<file path="config.mk">
export PLATFORM = sky130hd
export DESIGN_NAME = accumulator_cpu_step
export DESIGN_NICKNAME = d
export VERILOG_FILES = /design/src/rtl/acs_pkg.sv /design/src/rtl/acs_ram.sv /design/src/rtl/accumulator_cpu_step.sv
export SDC_FILE = /design/constraint.sdc
export NUM_CORES = 2
export LEC_CHECK = 0
export BUFFER_PORTS_ARGS = -buffer_cell sky130_fd_sc_hd__buf_2
export CORE_MARGIN = 1.5
export CORE_UTILIZATION = 40
export CTS_CLUSTER_DIAMETER = 60
export DETAILED_ROUTE_END_ITERATION = 16
export SKIP_CTS_REPAIR_TIMING = 1
export SYNTH_ARGS = -nofsm -noshare
export SYNTH_HDL_FRONTEND = slang
export SYNTH_HIERARCHICAL = 1
export SYNTH_SLANG_ARGS = --single-unit
</file>
<file path="constraint.sdc">
create_clock -name i_clk -period 27.9 [get_ports i_clk]
set_input_delay 1.395 -clock i_clk [delete_from_list [all_inputs] [get_ports i_clk]]
set_output_delay 1.395 -clock i_clk [all_outputs]
set_load 0.01 [all_outputs]
</file>
<file path="src/rtl/acs_pkg.sv">
// ----------------------------------------------------------------------------
// acs_pkg
// Types and constants shared by the accumulator machine step block.
// ----------------------------------------------------------------------------
package acs_pkg;

    localparam logic [1:0] OPC_WRITE = 2'd0;
    localparam logic [1:0] OPC_READ  = 2'd1;
    localparam logic [1:0] OPC_EXEC  = 2'd2;

    localparam logic [7:0] ADDR_A    = 8'd0;
    localparam logic [7:0] ADDR_X    = 8'd2;
    localparam logic [7:0] ADDR_P    = 8'd3;
    localparam logic [7:0] FLAG_BASE = 8'o201;

    typedef struct packed {
        logic [1:0] opcode;
        logic [7:0] address;
        logic [7:0] write_data;
    } t_in;

    typedef struct packed {
        logic [7:0] read_data;
        logic       halted;
        logic [7:0] program_counter;
    } t_out;

    typedef struct packed {
        logic       we;
        logic [7:0] addr;
        logic [7:0] wdata;
    } t_mem_req;

    typedef enum logic [4:0] {
        ST_CLEAR,
        ST_IDLE,
        ST_RD,
        ST_FETCH,
        ST_BYTE,
        ST_IND_A,
        ST_IND_C,
        ST_X_A,
        ST_X_C,
        ST_OP_A,
        ST_OP_C,
        ST_REG_A,
        ST_REG_C,
        ST_DEC,
        ST_W1,
        ST_W2,
        ST_WP,
        ST_DONE
    } t_state;

endpackage

</file>
<file path="src/rtl/acs_ram.sv">
// ----------------------------------------------------------------------------
// acs_ram
// 256 x 8 single-port memory with registered read data.
// ----------------------------------------------------------------------------
module acs_ram import acs_pkg::*; (
    input  logic       i_clk,
    input  t_mem_req   i_req,
    output logic [7:0] o_rdata
);

    logic [7:0] r_mem [256];

    always_ff @(posedge i_clk) begin
        if (i_req.we) begin
            r_mem[i_req.addr] <= i_req.wdata;
        end
        o_rdata <= r_mem[i_req.addr];
    end

endmodule

</file>
<file path="src/rtl/accumulator_cpu_step.sv">
// ----------------------------------------------------------------------------
// accumulator_cpu_step
// 8-bit accumulator machine with all registers in a 256-byte memory.
//
//   channel | signals                              | payload
//   in      | i_in_valid / o_in_ready / i_in_data   | t_in
//   out     | o_out_valid / i_out_ready / o_out_data | t_out
//
// Write and unused opcode go from idle straight to the result state; a read
// passes through ST_RD first. Execute steps through the chain of reads and
// writes on the single memory port (instruction, second byte, indirect, X,
// operand, register, up to two data writes and the P write).
// After reset a clearing pass zeroes all of memory; no beat is taken.
// A finished result waits in the output register; the next beat is taken.
// ----------------------------------------------------------------------------
module accumulator_cpu_step import acs_pkg::*; (
    input  logic i_clk,
    input  logic i_rst_n,
    input  logic i_in_valid,
    output logic o_in_ready,
    input  t_in  i_in_data,
    output logic o_out_valid,
    input  logic i_out_ready,
    output t_out o_out_data
);

    t_state     r_state, n_state;
    t_mem_req   mem_req;
    logic [7:0] mem_q;
    logic [7:0] r_clr;
    logic [7:0] r_pc, r_pc0, r_ins, r_byte, r_ind, r_x, r_op, r_reg, r_rd;
    logic       r_exec;
    logic       r_out_valid;
    t_out       r_out;

    logic [2:0] lo, mid;
    logic [1:0] hi;
    logic       is_nop, is_sh, is_bit, is_jmp, is_alu;
    logic       need_ind, need_x, need_op, need_reg, need_w1, need_w2;
    logic [7:0] reg_addr, loc, target;
    logic       cond;
    logic [2:0] places;
    logic [15:0] dbl_l, dbl_r;
    logic [7:0] sh_res, mask, bit_res;
    logic       skip_hit;
    logic [8:0] sum9, diff9;
    logic       carry, ovf;
    logic [7:0] w1_addr, w1_data, p_data;
    logic [2:0] p_inc;
    logic       in_acc;

    assign lo  = r_ins[2:0];
    assign mid = r_ins[5:3];
    assign hi  = r_ins[7:6];

    assign is_nop = (lo == 3'd0);
    assign is_sh  = (lo == 3'd1);
    assign is_bit = (lo == 3'd2);
    assign is_jmp = (lo >= 3'd3) && mid[2];
    assign is_alu = (lo >= 3'd3) && !mid[2];

    assign need_ind = (is_jmp && mid[0]) || (is_alu && (lo == 3'd5 || lo == 3'd7));
    assign need_x   = is_alu && lo[2] && lo[1];
    assign need_op  = is_alu;
    assign need_reg = is_sh || is_bit || (is_jmp && hi != 2'd3) || is_alu;

    always_comb begin
        if (is_sh) begin
            reg_addr = {7'd0, mid[2]};
        end else if (is_bit) begin
            reg_addr = r_byte;
        end else if (hi == 2'd3) begin
            reg_addr = ADDR_A;
        end else begin
            reg_addr = {6'd0, hi};
        end
    end

    always_comb begin
        case (lo)
            3'd3:    loc = r_pc0 + 8'd1;
            3'd4:    loc = r_byte;
            3'd5:    loc = r_ind;
            3'd6:    loc = r_x + r_byte;
            default: loc = r_x + r_ind;
        endcase
    end

    assign target = mid[0] ? r_ind : r_byte;

    always_comb begin
        if (hi == 2'd3) begin
            cond = 1'b1;
        end else begin
            case (lo)
                3'd3:    cond = (r_reg != 8'd0);
                3'd4:    cond = (r_reg == 8'd0);
                3'd5:    cond = r_reg[7];
                3'd6:    cond = !r_reg[7];
                default: cond = !r_reg[7] && (r_reg[6:0] != 7'd0);
            endcase
        end
    end

    // shift and rotate
    assign places = (mid[1:0] == 2'd0) ? 3'd4 : {1'b0, mid[1:0]};
    assign dbl_l  = {r_reg, r_reg} << places;
    assign dbl_r  = {r_reg, r_reg} >> places;
    always_comb begin
        case (hi)
            2'd0:    sh_res = r_reg >> places;
            2'd1:    sh_res = dbl_r[7:0];
            2'd2:    sh_res = r_reg << places;
            default: sh_res = dbl_l[15:8];
        endcase
    end

    // bit set, clear and skip
    assign mask     = 8'd1 << mid;
    assign skip_hit = (r_reg[mid] == hi[0]);
    assign bit_res  = hi[0] ? (r_reg | mask) : (r_reg & ~mask);

    // add and subtract
    assign sum9  = {1'b0, r_reg} + {1'b0, r_op};
    assign diff9 = {1'b0, r_reg} - {1'b0, r_op};
    assign carry = mid[0] ? diff9[8] : sum9[8];
    assign ovf   = mid[0] ? ((r_reg[7] != r_op[7]) && (diff9[7] != r_reg[7]))
                          : ((r_reg[7] == r_op[7]) && (sum9[7] != r_reg[7]));

    assign need_w1 = is_sh || (is_bit && !hi[1]) || (is_jmp && cond && mid[1])
                   || (is_alu && !(hi == 2'd3 && mid == 3'd1));
    assign need_w2 = is_alu && (hi != 2'd3) && !mid[1];

    always_comb begin
        w1_addr = reg_addr;
        w1_data = sh_res;
        if (is_bit) begin
            w1_addr = r_byte;
            w1_data = bit_res;
        end else if (is_jmp) begin
            w1_addr = target;
            w1_data = r_pc0 + 8'd2;
        end else if (is_alu) begin
            w1_addr = reg_addr;
            if (hi == 2'd3) begin
                case (mid)
                    3'd0:    w1_data = r_reg | r_op;
                    3'd2:    w1_data = r_reg & r_op;
                    default: w1_data = 8'd0 - r_op;
                endcase
            end else begin
                case (mid)
                    3'd0:    w1_data = sum9[7:0];
                    3'd1:    w1_data = diff9[7:0];
                    3'd2:    w1_data = r_op;
                    default: begin
                        w1_addr = loc;
                        w1_data = r_reg;
                    end
                endcase
            end
        end
    end

    always_comb begin
        if (is_nop || is_sh || (is_alu && hi == 2'd3 && mid == 3'd1)) begin
            p_inc = 3'd1;
        end else if (is_bit && hi[1] && skip_hit) begin
            p_inc = 3'd4;
        end else begin
            p_inc = 3'd2;
        end
        if (is_jmp && cond) begin
            p_data = mid[1] ? target + 8'd1 : target;
        end else begin
            p_data = r_pc + {5'd0, p_inc};
        end
    end

    function automatic t_state first_after(input logic [1:0] lvl, input logic ind,
                                           input logic x, input logic op,
                                           input logic rg);
        t_state s;
        s = ST_DEC;
        if (lvl == 2'd0 && ind) begin
            s = ST_IND_A;
        end else if (lvl <= 2'd1 && x) begin
            s = ST_X_A;
        end else if (lvl <= 2'd2 && op) begin
            s = ST_OP_A;
        end else if (rg) begin
            s = ST_REG_A;
        end
        return s;
    endfunction

    assign in_acc     = i_in_valid && o_in_ready;
    assign o_in_ready = (r_state == ST_IDLE);

    always_comb begin
        n_state       = r_state;
        mem_req.we    = 1'b0;
        mem_req.addr  = r_pc;
        mem_req.wdata = 8'd0;
        unique case (r_state)
            ST_CLEAR: begin
                mem_req.we   = 1'b1;
                mem_req.addr = r_clr;
                if (r_clr == 8'hff) n_state = ST_IDLE;
            end
            ST_IDLE: begin
                if (i_in_valid) begin
                    unique case (i_in_data.opcode)
                        OPC_WRITE: begin
                            mem_req.we    = 1'b1;
                            mem_req.addr  = i_in_data.address;
                            mem_req.wdata = i_in_data.write_data;
                            n_state       = ST_DONE;
                        end
                        OPC_READ: begin
                            mem_req.addr = i_in_data.address;
                            n_state      = ST_RD;
                        end
                        OPC_EXEC: begin
                            mem_req.addr = r_pc;
                            n_state      = ST_FETCH;
                        end
                        default: n_state = ST_DONE;
                    endcase
                end
            end
            ST_RD:    n_state = ST_DONE;
            ST_FETCH: begin
                mem_req.addr = r_pc0 + 8'd1;
                n_state      = ST_BYTE;
            end
            ST_BYTE:  n_state = first_after(2'd0, need_ind, need_x, need_op, need_reg);
            ST_IND_A: begin
                mem_req.addr = r_byte;
                n_state      = ST_IND_C;
            end
            ST_IND_C: n_state = first_after(2'd1, need_ind, need_x, need_op, need_reg);
            ST_X_A: begin
                mem_req.addr = ADDR_X;
                n_state      = ST_X_C;
            end
            ST_X_C:   n_state = first_after(2'd2, need_ind, need_x, need_op, need_reg);
            ST_OP_A: begin
                mem_req.addr = loc;
                n_state      = ST_OP_C;
            end
            ST_OP_C:  n_state = first_after(2'd3, need_ind, need_x, 1'b0, need_reg);
            ST_REG_A: begin
                mem_req.addr = reg_addr;
                n_state      = ST_REG_C;
            end
            ST_REG_C: n_state = ST_DEC;
            ST_DEC: begin
                if (need_w1) begin
                    n_state = ST_W1;
                end else if (need_w2) begin
                    n_state = ST_W2;
                end else begin
                    n_state = ST_WP;
                end
            end
            ST_W1: begin
                mem_req.we    = 1'b1;
                mem_req.addr  = w1_addr;
                mem_req.wdata = w1_data;
                n_state       = need_w2 ? ST_W2 : ST_WP;
            end
            ST_W2: begin
                mem_req.we    = 1'b1;
                mem_req.addr  = FLAG_BASE + {6'd0, hi};
                mem_req.wdata = {6'd0, carry, ovf};
                n_state       = ST_WP;
            end
            ST_WP: begin
                mem_req.we    = 1'b1;
                mem_req.addr  = ADDR_P;
                mem_req.wdata = p_data;
                n_state       = ST_DONE;
            end
            ST_DONE: begin
                if (!r_out_valid || i_out_ready) n_state = ST_IDLE;
            end
            default: n_state = ST_IDLE;
        endcase
    end

    acs_ram u_ram (
        .i_clk   (i_clk),
        .i_req   (mem_req),
        .o_rdata (mem_q)
    );

    always_ff @(posedge i_clk) begin
        if (!i_rst_n) begin
            r_state     <= ST_CLEAR;
            r_clr       <= 8'd0;
            r_pc        <= 8'd0;
            r_out_valid <= 1'b0;
            r_exec      <= 1'b0;
        end else begin
            r_state <= n_state;
            if (r_state == ST_CLEAR) r_clr <= r_clr + 8'd1;
            // mirror P so increments see the latest write to it
            if (mem_req.we && mem_req.addr == ADDR_P) r_pc <= mem_req.wdata;
            if (in_acc) r_exec <= (i_in_data.opcode == OPC_EXEC);
            if (r_state == ST_DONE && (!r_out_valid || i_out_ready)) begin
                r_out_valid <= 1'b1;
            end else if (i_out_ready) begin
                r_out_valid <= 1'b0;
            end
        end
    end

    always_ff @(posedge i_clk) begin
        if (in_acc) begin
            r_pc0 <= r_pc;
            r_rd  <= 8'd0;
        end
        case (r_state)
            ST_RD:    r_rd   <= mem_q;
            ST_FETCH: r_ins  <= mem_q;
            ST_BYTE:  r_byte <= mem_q;
            ST_IND_C: r_ind  <= mem_q;
            ST_X_C:   r_x    <= mem_q;
            ST_OP_C:  r_op   <= mem_q;
            ST_REG_C: r_reg  <= mem_q;
            default: ;
        endcase
        if (r_state == ST_DONE && (!r_out_valid || i_out_ready)) begin
            r_out.read_data       <= r_rd;
            r_out.halted          <= r_exec && is_nop && !hi[1];
            r_out.program_counter <= r_pc;
        end
    end

    assign o_out_valid = r_out_valid;
    assign o_out_data  = r_out;

    a_no_beat_in_clear: assert property (@(posedge i_clk) disable iff (!i_rst_n)
        (r_state == ST_CLEAR) |-> !o_in_ready)
        else $error("input beat offered during clearing pass");

    a_pc_mirror: assert property (@(posedge i_clk) disable iff (!i_rst_n)
        (in_acc && i_in_data.opcode == OPC_WRITE && i_in_data.address == ADDR_P)
        |=> (r_pc == $past(i_in_data.write_data)))
        else $error("P mirror missed a write");

    a_halt_no_data: assert property (@(posedge i_clk) disable iff (!i_rst_n)
        (o_out_valid && o_out_data.halted) |-> (o_out_data.read_data == 8'd0))
        else $error("halt beat carries read data");

    a_pwrite_last: assert property (@(posedge i_clk) disable iff (!i_rst_n)
        (r_state == ST_WP) |=> (r_state == ST_DONE))
        else $error("P write not followed by result");

endmodule
</file>
======== Word-level counts from Yosys, hierarchy flattened ========
Memories as Yosys holds them, arrays and structs flattened. A register that Yosys moved wholly into a read port is not among the register bits.
Cells that the tools add are included.
W data, S select, Z words.
word-level totals
  output and inout port bits .............. 19
  RAM bits ................................ 2048
  logic and storage cells ................. 194
  flip-flop bits (word level) ............. 104
  input port bits ......................... 22
  memories ................................ 1
cells by class
  bitwise operators ....................... 5
  reductions and logical operators ........ 59
  order comparisons ....................... 2
  $add $sub $neg .......................... 11
  muxes and demuxes ....................... 53
  shifts and indexed selects .............. 5
  equal/unequal tests ..................... 42
memory list
  memory       words  bits a word  read ports  clocked after memory_dff  write ports  RTL line       text
  u_ram.r_mem  256    8            1           1                         1            acs_ram.sv:11  logic [7:0] r_mem [256];
operators with widths
  kind                   number
  $mux W8                19
  $pmux W5 S17           1
  $pmux W8 S10           1
  $pmux W8 S4            2
  $pmux W8 S3            2
  $eq A5 B4 Y1 const B   8
  $mux W5                8
  $logic_and A1 B1 Y1    26
  $add A8 B1 Y8 const B  3
  $eq A5 B3 Y1 const B   4
  $mux W17               1
  $add A8 B8 Y8          2
  $and A8 B8 Y8          2
  $or A8 B8 Y8           2
  $pmux W8 S2            1
  $shl A16 B3 Y16        1
  $shr A16 B3 Y8         1
  $eq A3 B3 Y1 const B   4
  $mux W3                4
  $logic_or A1 B1 Y1     11
  $eq A5 B2 Y1 const B   2
  $eq A5 B5 Y1 const B   2
  $pmux W5 S2            1
  $add A8 B8 Y9          1
  other kinds (38)       68

======== Depth between registers and ports, before layout ========
  depth in word-level cells ............... 12
  gate-level depth with buffers ........... 21
  gate-level depth less buffers ........... 16

======== Hierarchy ========
The synthesis kept the hierarchy.
by module, submodules not included
  module                times used  seq. area each (um^2)  area each (um^2)  cells an instance
  acs_ram               1           61659.1                78492.8           3547
  accumulator_cpu_step  1           2892.8                 9123.8            1017

======== Worst setup path before layout ========
OpenSTA, ideal clock, no wires.
  path kind ............................... register to register
  from .................................... register r_ins[3]
  to ...................................... memory u_ram.r_mem[0][2], data pin
  stages on the path, launching flop included .. 14
  arrival time ............................ 12647 ps
  path buffers ............................ 3
  data required time ...................... 25703 ps
  clock period less this slack ............ 14844 ps
  library setup time ...................... 2197 ps
  slack ................................... 13056 ps
  cells stage by stage .................... edfxtp_1 > buf_2 > buf_4 > buf_4 > mux4_2 > mux2i_1 > xnor2_1 > nor3_1 > nor2_1 > fa_1 > xnor2_1 > nor3_1 > a21oi_1 > o21ai_0
RTL lines
  what                    RTL line                     text
  start, declared         accumulator_cpu_step.sv:31   logic [7:0] r_pc, r_pc0, r_ins, r_byte, r_ind, r_x, r_op, r_reg, r_rd;
  start signal, assigned  accumulator_cpu_step.sv:326  ST_FETCH: r_ins <= mem_q;
  end, declared           acs_ram.sv:11

==> flow_metrics.env <==
export IMPL_hpwlAfterDp_microns=130000
export IMPL_buffer_ports_inserted=40
export IMPL_finalClockSkew_ps=79.3
export IMPL_viasPerCell=5.94
export IMPL_drt_pass1_iter_count=6
export IMPL_synth_top_cell_by_area="edfxtp_1"
export IMPL_synthTopCellsByCount="2,129 x edfxtp_1, 520 x mux4_2, 299 x nor2_1, 263 x a22oi_1, 187 x a21oi_1"
export IMPL_power_density_nw_per_um2=117
export IMPL_worst_slew_pin_slew_ps=1310
export IMPL_drv_slew=0
export IMPL_dieArea_sq_um=222000
export IMPL_fin_crit_ps=9140
export IMPL_outcome="complete, no violations"
export IMPL_syn_instance_count=4564
export IMPL_final_design_area_no_fill_sq_um=98100
export IMPL_chipWidth_microns=471
export IMPL_grt_setup_unrepaired="false"
export IMPL_top_level_ports=41
export IMPL_maxCapViolCount=0
export IMPL_synth_ff_latch_count=2160
export IMPL_timing_slew_headroom_pct=11.5
export IMPL_top_reg_cell_synth="edfxtp_1"
export IMPL_tritoncts_clock_tree="done"
export IMPL_grt_first_pass_wirelength_microns=322000
export IMPL_syn_area_sq_um=87600
export IMPL_num_rows=171
export IMPL_clock_path_buffers=3
export IMPL_antenna_found_initial=3
export IMPL_hp_class="reg2reg"
export IMPL_multi_input_comb_area_sq_um=21700
export IMPL_yosysMostFrequentCell="edfxtp_1"
export IMPL_first_global_vias=45355
export IMPL_post_route_period_util_pct=32.7
export IMPL_placeable_area_sq_um=217000
export IMPL_initial_core_util_pct=40.3
export IMPL_clock_sinks=2160
export IMPL_route_detailed_wl_per_inst_microns=29.0
export IMPL_post_route_worst_setup_slack_ps=18760
export IMPL_post_route_cells_drive_above_1_share_pct=21.8
export IMPL_critPathRequiredTime_ps=28610
export IMPL_pin_count_of_the_biggest_net_entering_global_routing=218
export IMPL_gp_congestion=0.887
export IMPL_detailed_place_area_sq_um=91100
export IMPL_fp_dieH_microns=471
export IMPL_tritoncts_num_buffers=214
export IMPL_ys_async_sr_fraction_pct=0
export IMPL_critical_path_class="reg2reg"
export IMPL_post_synth_top_area_fraction_pct=73.0
export IMPL_drcViolationCount=0
export IMPL_finalHoldViolCount=0
export IMPL_total_leakage_power_nw=28.9
export IMPL_synthesis_area_per_instance_sq_um=19.2
export IMPL_worstSetupStartpointType="register"
export IMPL_yosys_top_cells_area="edfxtp_1 73%, mux4_2 13%, a22oi_1 2.3%"
export IMPL_ant_nets=0
export IMPL_clkSlewWorstSetupHoldPaths_ps=60
export IMPL_critical_path_peak_fanout=65
export IMPL_grt_total_usage_pct=19.8
export IMPL_maxClockFrequency_mhz=109
export IMPL_wl_microns=222000
export IMPL_initialDrtViolationCount=5281
export IMPL_grt_overflow_total=0
export IMPL_synthesis_yosys_warnings=6
export IMPL_routed_via_count=45562
export IMPL_setup_tns_final_ps=0
export IMPL_synth_sequential_area_ratio_pct=73.7
export IMPL_synth_distinct_cells=91
export IMPL_worst_endpoint_arrival_ps=9840
export IMPL_vdd_ir_drop_max_uv=154
export IMPL_area_sequential_sq_um=64600
export IMPL_setup_viol=0
export IMPL_largest_register_ff_count=2048
export IMPL_layout_filler_cells=18357
export IMPL_cts_htree_levels=4
export IMPL_ctsRootBufferMaster="clkbuf_16"
export IMPL_finish_net_count=4703
export IMPL_area_delta_synth_final_pct=12.0
export IMPL_timing_hold_ws_ps=419
export IMPL_insertion_delay_ps=880
export IMPL_timing_critical_path_to_type="register"
export IMPL_syn_nets=4637
export IMPL_regMostFlops="u_ram/r_mem"
export IMPL_number_of_enable_flip_flop_cells_after_synthesis=2129
export IMPL_placement_setup_worst_slack_ps=18610
[report_power, final]
group	total, mW	switching, mW	internal (mW)
Combinational	4.89	2.97	1.92
Clock	2.83	1.23	1.60
Sequential	3.79	0.0773	3.71
Total	11.5	4.28	7.23
[final cells by class]
cell class | count | share of cell area (%)
multi-input combinational | 2055 | 22.1
timing repair buffer | 157 | 1.20
sequential | 2160 | 65.8
clock inverter | 137 | 1.42
inverter | 42 | 0.161
clock buffer | 258 | 5.66
antenna | 3 | 0.00765
tap | 2854 | 3.64
[routing by layer]
| layer | track usage (%) | up-vias | share of wire, % |
|---|---|---|---|
| li1 | - | 19044 | - |
| met1 | 28.6 | 24294 | 42 |
| met2 | 30.6 | 1890 | 47 |
| met3 | 3.88 | 330 | 8.0 |
| met4 | 5.50 | 4 | 2.6 |
| met5 | 0.151 | - | 0.027 |
[final timing paths]
check | endpoint | startpoint | slack (ps) | cells after the start
setup reg to reg | u_ram/o_rdata[2] | r_ins[0] | 18760 | 19
hold / removal | o_out_data[14] | r_rd[5] | 420 | 0
setup / recovery | u_ram/o_rdata[2] | r_ins[0] | 18760 | 19
hold reg to reg | o_out_data[14] | r_rd[5] | 420 | 0
[placed cells by master, fill, tap and decap left out, drive strengths merged, types with 26 or more instances in the layout]
cell    synthesis  routed
a21oi         188     188
a22oi         263     263
buf           124     157
clkbuf        183     258
clkinv          0     108
dfxtp          31      31
edfxtp       2129    2129
ha             47      47
inv            42      47
mux2i          41      41
mux4          520     520
nand2          99      99
nand2b         29      29
nand3          32      32
nor2          300     300
nor2b          27      27
nor3           54      54
o21ai          67      67
o41ai          33      33
xnor2          26      26
[cell families (layout without fill, tap and decap cells)]
family	Yosys count	after routing	share of synthesized area, %
AOI/OAI and AO/OA	713	713	5.59
xor gates and xnor gates	41	41	0.410
adders and majority gates	51	51	0.763
buffers and inverters	349	594	1.82
DFF	2160	2160	73.7
muxes	578	578	14.1
other	0	3	0
and+or+nand+nor	672	672	3.69
[through the flow]
step | utilization [%] | total power [mW] | instances
after floorplan | - | 7.18 | 4564
after global placement | 41.9 | 8.75 | 7266
after detailed placement | 41.9 | 8.78 | 7268
after CTS | 45.1 | 11.6 | 7663
after global routing | 45.1 | 12.0 | 7663
final | 45.1 | 11.5 | 7666
[worst max-delay path: stages, from the launching register on]
cell and delay [ps]:
edfxtp_1 1010, nand3b_4 370, mux2_2 380, inv_1 80, fa_1 420, nand2b_1 150
o211ai_1 120, o21ai_1 120, a221oi_1 290, o32a_2 220, buf_4 530, buf_4 680
buf_4 680, buf_4 800, buf_4 870, mux4_2 410, a22oi_1 240, a21oi_1 240
o41ai_1 1090, nand4_1 160
Note: power is estimated with default switching activity, not from simulation.
